**src/hw/rtl/cler_pkg.sv**
```systemverilog
// Package for the command line editor and recognizer.
// Types, action codes and command name table; no dependencies.
`default_nettype none
package cler_pkg;
  typedef enum logic [2:0] {
    ACT_IGNORE = 3'd0,
    ACT_ECHO   = 3'd1,
    ACT_BELL   = 3'd2,
    ACT_ERASE  = 3'd3,
    ACT_LINE   = 3'd4
  } action_t;

  typedef enum logic [2:0] {
    ST_IDLE,
    ST_ERASE_RD,
    ST_ERASE_CHK,
    ST_SCAN_RD,
    ST_SCAN_CHK,
    ST_DONE
  } state_t;

  localparam logic [7:0] CH_BS    = 8'h08;
  localparam logic [7:0] CH_LF    = 8'h0A;
  localparam logic [7:0] CH_SPACE = 8'h20;
  localparam logic [7:0] CH_DEL   = 8'h7F;
  localparam logic [7:0] CONT_MASK = 8'hC0;
  localparam logic [7:0] CONT_CODE = 8'h80;
  localparam int NUM_CMDS = 5;
  localparam int WORD_LIMIT = 4;

  function automatic logic [7:0] fold_case(input logic [7:0] b);
    if (b >= 8'h41 && b <= 8'h5A) return b + 8'h20;
    return b;
  endfunction

  // command name characters, position beyond length returns zero
  function automatic logic [7:0] cmd_char(input logic [2:0] k, input logic [2:0] i);
    logic [39:0] s;
    case (k)
      3'd0: s = {24'h0, "1f"};
      3'd1: s = {8'h0, "llif"};
      3'd2: s = {8'h0, "pmud"};
      3'd3: s = "olleh";
      3'd4: s = {8'h0, "musx"};
      default: s = '0;
    endcase
    if (i > 3'd4) return 8'h00;
    return s[i*8 +: 8];
  endfunction

  function automatic logic [2:0] cmd_len(input logic [2:0] k);
    case (k)
      3'd0: return 3'd2;
      3'd3: return 3'd5;
      default: return 3'd4;
    endcase
  endfunction
endpackage
`default_nettype wire

```
**src/hw/rtl/command_line_editor_recognizer_top.sv**
```systemverilog
// Top level of the command line editor and recognizer.
// Uses cler_pkg and cler_ram.
//
// channel | dir | tdata fields (low bit up)
// s_axis  | in  | rx_byte[7:0]
// m_axis  | out | action, echo_byte, word_count, command_found, command_index,
//         |     | word0..3_start, line_length (48 bits)
//
// Every transfer passes through idle and the result stage (ST_DONE), where the
// result is registered and m_axis_tvalid is set. Erase adds a RAM read state
// and a check state per byte removed, as the RAM read is registered. A newline
// adds a read and a check state per stored byte scanned, at most LINE_CAPACITY-1
// bytes. One item is in work at a time and the input stalls while a result waits.
// rst clears the count and control state; the line RAM is not cleared.
`default_nettype none
module command_line_editor_recognizer_top #(
  parameter int LINE_CAPACITY = 64
) (
  input  wire logic        clk,
  input  wire logic        rst,
  input  wire logic        s_axis_tvalid,
  output logic             s_axis_tready,
  input  wire logic [7:0]  s_axis_tdata,   // rx_byte
  output logic             m_axis_tvalid,
  input  wire logic        m_axis_tready,
  output logic      [47:0] m_axis_tdata    // action, echo_byte, word_count,
                                           // command_found, command_index,
                                           // word0..3_start, line_length
);
  localparam int AW = $clog2(LINE_CAPACITY);
  localparam int CW = $clog2(LINE_CAPACITY + 1);

  cler_pkg::state_t state, state_next;
  logic [CW-1:0] count, ptr, len;
  logic [7:0]  rx;
  logic [2:0]  nw;
  logic        in_word, first_open;
  logic [CW-1:0] starts [4];
  logic [2:0]  mpos;
  logic [4:0]  cand;
  logic        we;
  logic [AW-1:0] waddr, raddr;
  logic [7:0]  rdata;
  logic        accept, out_busy;

  cler_ram #(.WIDTH(8), .DEPTH(LINE_CAPACITY)) u_ram (
    .clk(clk), .we(we), .waddr(waddr), .wdata(s_axis_tdata),
    .raddr(raddr), .rdata(rdata)
  );

  assign out_busy = m_axis_tvalid && !m_axis_tready;
  assign s_axis_tready = (state == cler_pkg::ST_IDLE) && !out_busy;
  assign accept = s_axis_tvalid && s_axis_tready;
  assign waddr = count[AW-1:0];
  assign we = accept && s_axis_tdata >= cler_pkg::CH_SPACE
              && s_axis_tdata != cler_pkg::CH_DEL
              && count < CW'(LINE_CAPACITY - 1);
  assign raddr = ptr[AW-1:0];

  always_comb begin
    state_next = state;
    case (state)
      cler_pkg::ST_IDLE:
        if (accept) begin
          if (s_axis_tdata == cler_pkg::CH_LF)
            state_next = (count == '0) ? cler_pkg::ST_DONE : cler_pkg::ST_SCAN_RD;
          else if ((s_axis_tdata == cler_pkg::CH_BS || s_axis_tdata == cler_pkg::CH_DEL)
                   && count != '0)
            state_next = cler_pkg::ST_ERASE_RD;
          else state_next = cler_pkg::ST_DONE;
        end
      cler_pkg::ST_ERASE_RD: state_next = cler_pkg::ST_ERASE_CHK;
      cler_pkg::ST_ERASE_CHK:
        state_next = (count != '0 && (rdata & cler_pkg::CONT_MASK) == cler_pkg::CONT_CODE)
                     ? cler_pkg::ST_ERASE_RD : cler_pkg::ST_DONE;
      cler_pkg::ST_SCAN_RD: state_next = cler_pkg::ST_SCAN_CHK;
      cler_pkg::ST_SCAN_CHK:
        state_next = (ptr + 1'b1 >= len ||
                      (rdata > cler_pkg::CH_SPACE && !in_word && nw == 3'd4))
                     ? cler_pkg::ST_DONE : cler_pkg::ST_SCAN_RD;
      cler_pkg::ST_DONE: state_next = cler_pkg::ST_IDLE;
      default: state_next = cler_pkg::ST_IDLE;
    endcase
  end

  always_ff @(posedge clk) begin
    if (rst) begin
      state <= cler_pkg::ST_IDLE;
      count <= '0;
      m_axis_tvalid <= 1'b0;
    end else begin
      state <= state_next;
      if (m_axis_tvalid && m_axis_tready) m_axis_tvalid <= 1'b0;
      if (state == cler_pkg::ST_DONE) m_axis_tvalid <= 1'b1;
      if (accept) begin
        if (s_axis_tdata == cler_pkg::CH_LF) count <= '0;
        else if ((s_axis_tdata == cler_pkg::CH_BS || s_axis_tdata == cler_pkg::CH_DEL)
                 && count != '0) count <= count - 1'b1;
        else if (we) count <= count + 1'b1;
      end
      if (state == cler_pkg::ST_ERASE_CHK && state_next == cler_pkg::ST_ERASE_RD)
        count <= count - 1'b1;
    end
  end

  // erase: ptr tracks count; scan: ptr walks 0..len-1
  logic [7:0] fc;
  logic [2:0] k;
  always_comb begin
    fc = cler_pkg::fold_case(rdata);
    for (int i = 0; i < cler_pkg::NUM_CMDS; i++) begin
      k = 3'(i);
      cand[i] = 1'b0;
      if (mpos < cler_pkg::cmd_len(k)) cand[i] = (fc == cler_pkg::cmd_char(k, mpos));
    end
  end

  logic [4:0] alive;
  always_ff @(posedge clk) begin
    if (accept) begin
      rx <= s_axis_tdata;
      len <= count;
      ptr <= (s_axis_tdata == cler_pkg::CH_LF) ? '0 : count - 1'b1;
      nw <= '0;
      in_word <= 1'b0;
      first_open <= 1'b0;
      alive <= '1;
      mpos <= '0;
      for (int i = 0; i < 4; i++) starts[i] <= '0;
    end
    if (state == cler_pkg::ST_ERASE_CHK) ptr <= ptr - 1'b1;
    if (state == cler_pkg::ST_SCAN_CHK) begin
      ptr <= ptr + 1'b1;
      if (rdata <= cler_pkg::CH_SPACE) begin
        if (first_open) begin
          first_open <= 1'b0;
          for (int i = 0; i < 5; i++)
            if (mpos != cler_pkg::cmd_len(3'(i))) alive[i] <= 1'b0;
        end
        in_word <= 1'b0;
      end else if (!in_word) begin
        if (nw != 3'd4) begin
          starts[nw[1:0]] <= ptr;
          nw <= nw + 1'b1;
          in_word <= 1'b1;
          if (nw == 3'd0) begin
            first_open <= 1'b1;
            alive <= alive & cand;
            mpos <= 3'd1;
          end
        end
      end else if (first_open) begin
        alive <= alive & cand;
        if (mpos != 3'd7) mpos <= mpos + 1'b1;
      end
    end
  end

  // final match: first word still open at end means length must equal mpos
  logic [4:0] fin;
  logic       found;
  logic [2:0] idx;
  always_comb begin
    for (int i = 0; i < cler_pkg::NUM_CMDS; i++)
      fin[i] = alive[i] && (!first_open || mpos == cler_pkg::cmd_len(3'(i)));
    found = (nw != 3'd0) && (fin != '0);
    idx = '0;
    for (int i = 4; i >= 0; i--) if (fin[i]) idx = 3'(i);
    if (!found) idx = '0;
  end

  logic [2:0] act;
  always_comb begin
    act = cler_pkg::ACT_IGNORE;
    if (rx == cler_pkg::CH_LF) act = cler_pkg::ACT_LINE;
    else if (rx == cler_pkg::CH_BS || rx == cler_pkg::CH_DEL)
      act = (len == '0) ? cler_pkg::ACT_BELL : cler_pkg::ACT_ERASE;
    else if (rx >= cler_pkg::CH_SPACE)
      act = (len >= CW'(LINE_CAPACITY - 1)) ? cler_pkg::ACT_BELL : cler_pkg::ACT_ECHO;
  end

  logic [47:0] result;
  always_comb begin
    result = '0;
    result[2:0] = act;
    if (act == cler_pkg::ACT_ECHO) result[10:3] = rx;
    if (act == cler_pkg::ACT_LINE) begin
      result[13:11] = nw;
      result[14]    = found;
      result[17:15] = idx;
      result[23:18] = 6'(starts[0]);
      result[29:24] = 6'(starts[1]);
      result[35:30] = 6'(starts[2]);
      result[41:36] = 6'(starts[3]);
      result[47:42] = 6'(len);
    end
  end

  always_ff @(posedge clk) begin
    if (state == cler_pkg::ST_DONE) m_axis_tdata <= result;
  end
endmodule
`default_nettype wire

```
**src/hw/rtl/cler_ram.sv**
```systemverilog
// Generic single-port write, single-port read RAM with registered read.
// No dependencies.
`default_nettype none
module cler_ram #(
  parameter int WIDTH = 8,
  parameter int DEPTH = 64
) (
  input  wire logic                     clk,
  input  wire logic                     we,
  input  wire logic [$clog2(DEPTH)-1:0] waddr,
  input  wire logic [WIDTH-1:0]         wdata,
  input  wire logic [$clog2(DEPTH)-1:0] raddr,
  output logic      [WIDTH-1:0]         rdata
);
  logic [WIDTH-1:0] mem [DEPTH];
  always_ff @(posedge clk) begin
    if (we) mem[waddr] <= wdata;
    rdata <= mem[raddr];
  end
endmodule
`default_nettype wire

```
**config.mk**
```make
export PLATFORM = sky130hd
export DESIGN_NAME = command_line_editor_recognizer_top
export DESIGN_NICKNAME = d
export VERILOG_FILES = /design/src/hw/rtl/cler_pkg.sv /design/src/hw/rtl/command_line_editor_recognizer_top.sv /design/src/hw/rtl/cler_ram.sv
export SDC_FILE = /design/constraint.sdc
export NUM_CORES = 1
export LEC_CHECK = 0
export ABC_CLOCK_PERIOD_IN_PS = 7800
export BUFFER_PORTS_ARGS = -buffer_cell sky130_fd_sc_hd__buf_2
export CAP_MARGIN = 20
export CORE_MARGIN = 2
export CORE_UTILIZATION = 70
export CTS_BUF_LIST = sky130_fd_sc_hd__clkbuf_2
export DETAILED_ROUTE_END_ITERATION = 7
export HOLD_SLACK_MARGIN = 0.1
export PLACE_DENSITY = 0.95
export SYNTH_ARGS = -nofsm -noshare
export SYNTH_HDL_FRONTEND = slang
export SYNTH_SLANG_ARGS = --single-unit
```
**constraint.sdc**
```tcl
create_clock -name clk -period 7.8 [get_ports clk]
set_clock_uncertainty 0.05 [all_clocks]
set_input_delay 0.39 -clock clk [delete_from_list [all_inputs] [get_ports clk]]
set_output_delay 0.39 -clock clk [all_outputs]
set_load 0.02 [all_outputs]
```
==> impl_metrics.json <==
{
  "outcome": "finished, final reports clean",
  "seq_area_mm2": 0.0188,
  "min_period_ps": 3920,
  "multi_input_area_mm2": 0.00694,
  "fp.dieH_um": 198,
  "slowest_stage": "nor2_1",
  "setup_viol": 0,
  "nFillCells": 1832,
  "syn_inst": 1455,
  "max_freq_mhz": 255,
  "slew_viol_final": 0,
  "antenna_found_initial": 2,
  "setup_tns_ps": 0,
  "clkTransAtPathRegs_ps": 100,
  "cp-start-kind": "flip-flop",
  "worst_ep_required_time_ps": 8490,
  "yosysWarnings": 0,
  "worstSetupEndpointType": "flip-flop",
  "ys_ff_latch": 638,
  "cts_tree": "yes",
  "wl_per_cell_um": 31.2,
  "cts.sink_count": 638,
  "hold_viol_final": 0,
  "p_per_area_mw_per_mm2": 336,
  "area.growth.synth_to_final_pct": 8.98,
  "die_x_um": 198,
  "core_region_area_mm2": 0.0368,
  "dp_hpwl_mm": 38.8,
  "final_cell_mix": "edfxtp_1, clkbuf_2, mux4_2",
  "cp_common_cell": "nor3_1",
  "gp_congestion": 0.922,
  "cts_buffer_depth": 3,
  "max-vdd-ir-drop_mv": 0.360,
  "synth_area_leaders": "edfxtp_1, mux4_2, dfxtp_1",
  "drv_cap": 0,
  "viasPerCell": 7.15,
  "numCtsBuffers": 148,
  "clk_latency_ps": 1200,
  "final_area_mm2": 0.0286,
  "grt_pass1_wl_mm": 100,
  "cp.arrival_ps": 4620,
  "vias": 15800,
  "cp_max_fo": 15,
  "synth_edf_count": 606,
  "synth_flop_cell": "edfxtp_1",
  "worst_pin_slew_ps": 1170,
  "nNetsFinal": 1663,
  "row_count": 70,
  "htreeDepth": 4,
  "postSynthAreaPerCell_um2": 18.0,
  "synth_top_cell_by_area": "edfxtp_1",
  "antenna_left": 0,
  "ys_types": 74,
  "grt_max_degree": 135,
  "mostFrequentLayoutCell": "edfxtp_1",
  "root_buffer": "clkbuf_2",
  "relSlewSlack_pct": 22.1,
  "slowest_delay_ps": 830,
  "period_share_pct": 50.3,
  "drt_wl_total_mm": 68.8,
  "drt_iter0_drc": 2563,
  "leakagePower_nw": 9.68,
  "drcViolationCount": 0,
  "grt-ovfl-total": 0,
  "crit_path_cell_trace": "nor3_1 -> and2_1 -> nand2_1 -> nor3_1 -> nand3_1 -> nor2_1",
  "synthArstFlopShare_pct": 0,
  "critPathKind": "reg -> reg",
  "synth_area_mm2": 0.0262,
  "cts_resized": 0,
  "layout-drive-gt1-share_pct": 28.1,
  "dpl_cell_area_mm2": 0.0269,
  "hold_class": "in -> reg",
  "io_pins": 62,
  "synth_top_area_share_pct": 69.4,
  "rsz0062_at_grt": "false",
  "initial_core_util_pct": 71.3,
  "port_buffers": 61,
  "dieArea_mm2": 0.0390,
  "track_usage_pct": 36.4,
  "drtPass1Iterations": 6,
  "grt_pass1_vias": 15500,
  "ys_seq_area_share_pct": 71.8
}
[cells in the mapped netlist (9+ instances only)]
master	instances
a21oi_1	25
a22oi_1	14
and2_1	30
and3_1	35
buf_2	20
clkbuf_1	41
dfxtp_1	32
edfxtp_1	606
ha_1	25
inv_1	32
mux4_2	154
nand2_1	55
nand2b_1	9
nand3_1	25
nor2_1	118
nor3_1	16
nor4_1	9
o21ai_0	20
o22ai_1	10
xnor2_1	14
xor2_1	14
[layout make-up]
class                           count  share of cell area [%]
Sequential cell                   638                    65.9
Tap cell                          468                    2.05
Inverter                           33                   0.433
Antenna cell                        1                 0.00876
Clock buffer                      215                    3.77
Multi-Input combinational cell    715                    24.3
Timing Repair Buffer               90                    1.99
Clock inverter                     49                    1.55
[path summary, 6_finish.rpt]
| path | from | end | slack (ps) | cells past startpoint |
|---|---|---|---|---|
| hold reg to reg | nw[2] | nw[2] | 480 | 1 |
| hold / removal | rst | count[1] | 160 | 3 |
| setup reg to reg | state[2] | u_ram.mem[12][2] | 3880 | 6 |
| setup / recovery | state[2] | u_ram.mem[12][2] | 3880 | 6 |
[registers in the layout (all words and copies together), names as in the netlist]
| register | count |
|---|---|
| state | 3 |
| in_word | 1 |
| nw | 3 |
| u_ram.rdata | 8 |
| rx | 8 |
| first_open | 1 |
| u_ram.mem | 512 |
| mpos | 3 |
| ptr | 7 |
| m_axis_tdata | 48 |
| starts | 24 |
| alive | 5 |
| m_axis_tvalid | 1 |
| len | 7 |
| count | 7 |
[metal layers]
metal	vias to the layer above	routed length (µm)	global-route usage [%]
met5	-	12	0.255
met4	2	5100	23.5
met3	337	8600	9.44
met2	1558	33000	57.3
met1	7625	22100	45.6
li1	6279	-	-
[where the power goes]
part	internal (mW)	switching (mW)	total [mW]
Clock	1.04	1.38	2.41
Sequential	4.00	0.249	4.25
Combinational	1.24	1.70	2.93
[kinds of logic (layout without fill, tap and decap cells)]
group | Yosys count | count (layout) | share of synthesized area, %
flops | 638 | 638 | 71.8
simple gates | 354 | 354 | 6.95
mux | 165 | 165 | 13.7
compound gates | 135 | 135 | 3.56
buf+inv | 109 | 387 | 1.82
xor+xnor | 28 | 28 | 0.935
fa+ha+maj | 25 | 25 | 1.19
other cells | 1 | 9 | 0.0143
[critical path: cells and delay by family (launching register included)]
kind | cells | cell delay, ps
and+or+nand+nor | 6 | 3080
DFF | 1 | 400
[metrics by stage]
| stage | std cells | hold slack [ps] | util [%] | setup slack [ps] | power (mW) |
|---|---|---|---|---|---|
| after detailed placement | 1931 | 444 | 73.2 | 3840 | 7.10 |
| after global placement | 1931 | 423 | 73.2 | 4300 | 6.93 |
| after floorplan | 1462 | 353 | - | 4950 | 6.28 |
| after CTS | 2208 | 130 | 77.7 | 4020 | 9.43 |
| final | 2209 | 156 | 77.7 | 3880 | 9.60 |
| after global routing | 2209 | 133 | 77.7 | 3790 | 9.87 |
[what timing repair did]
item                      CTS  global route
hold buffers               13             0
buffers inserted            0             0
hold endpoints to repair  535             0
(Power assumes the default switching activity.)
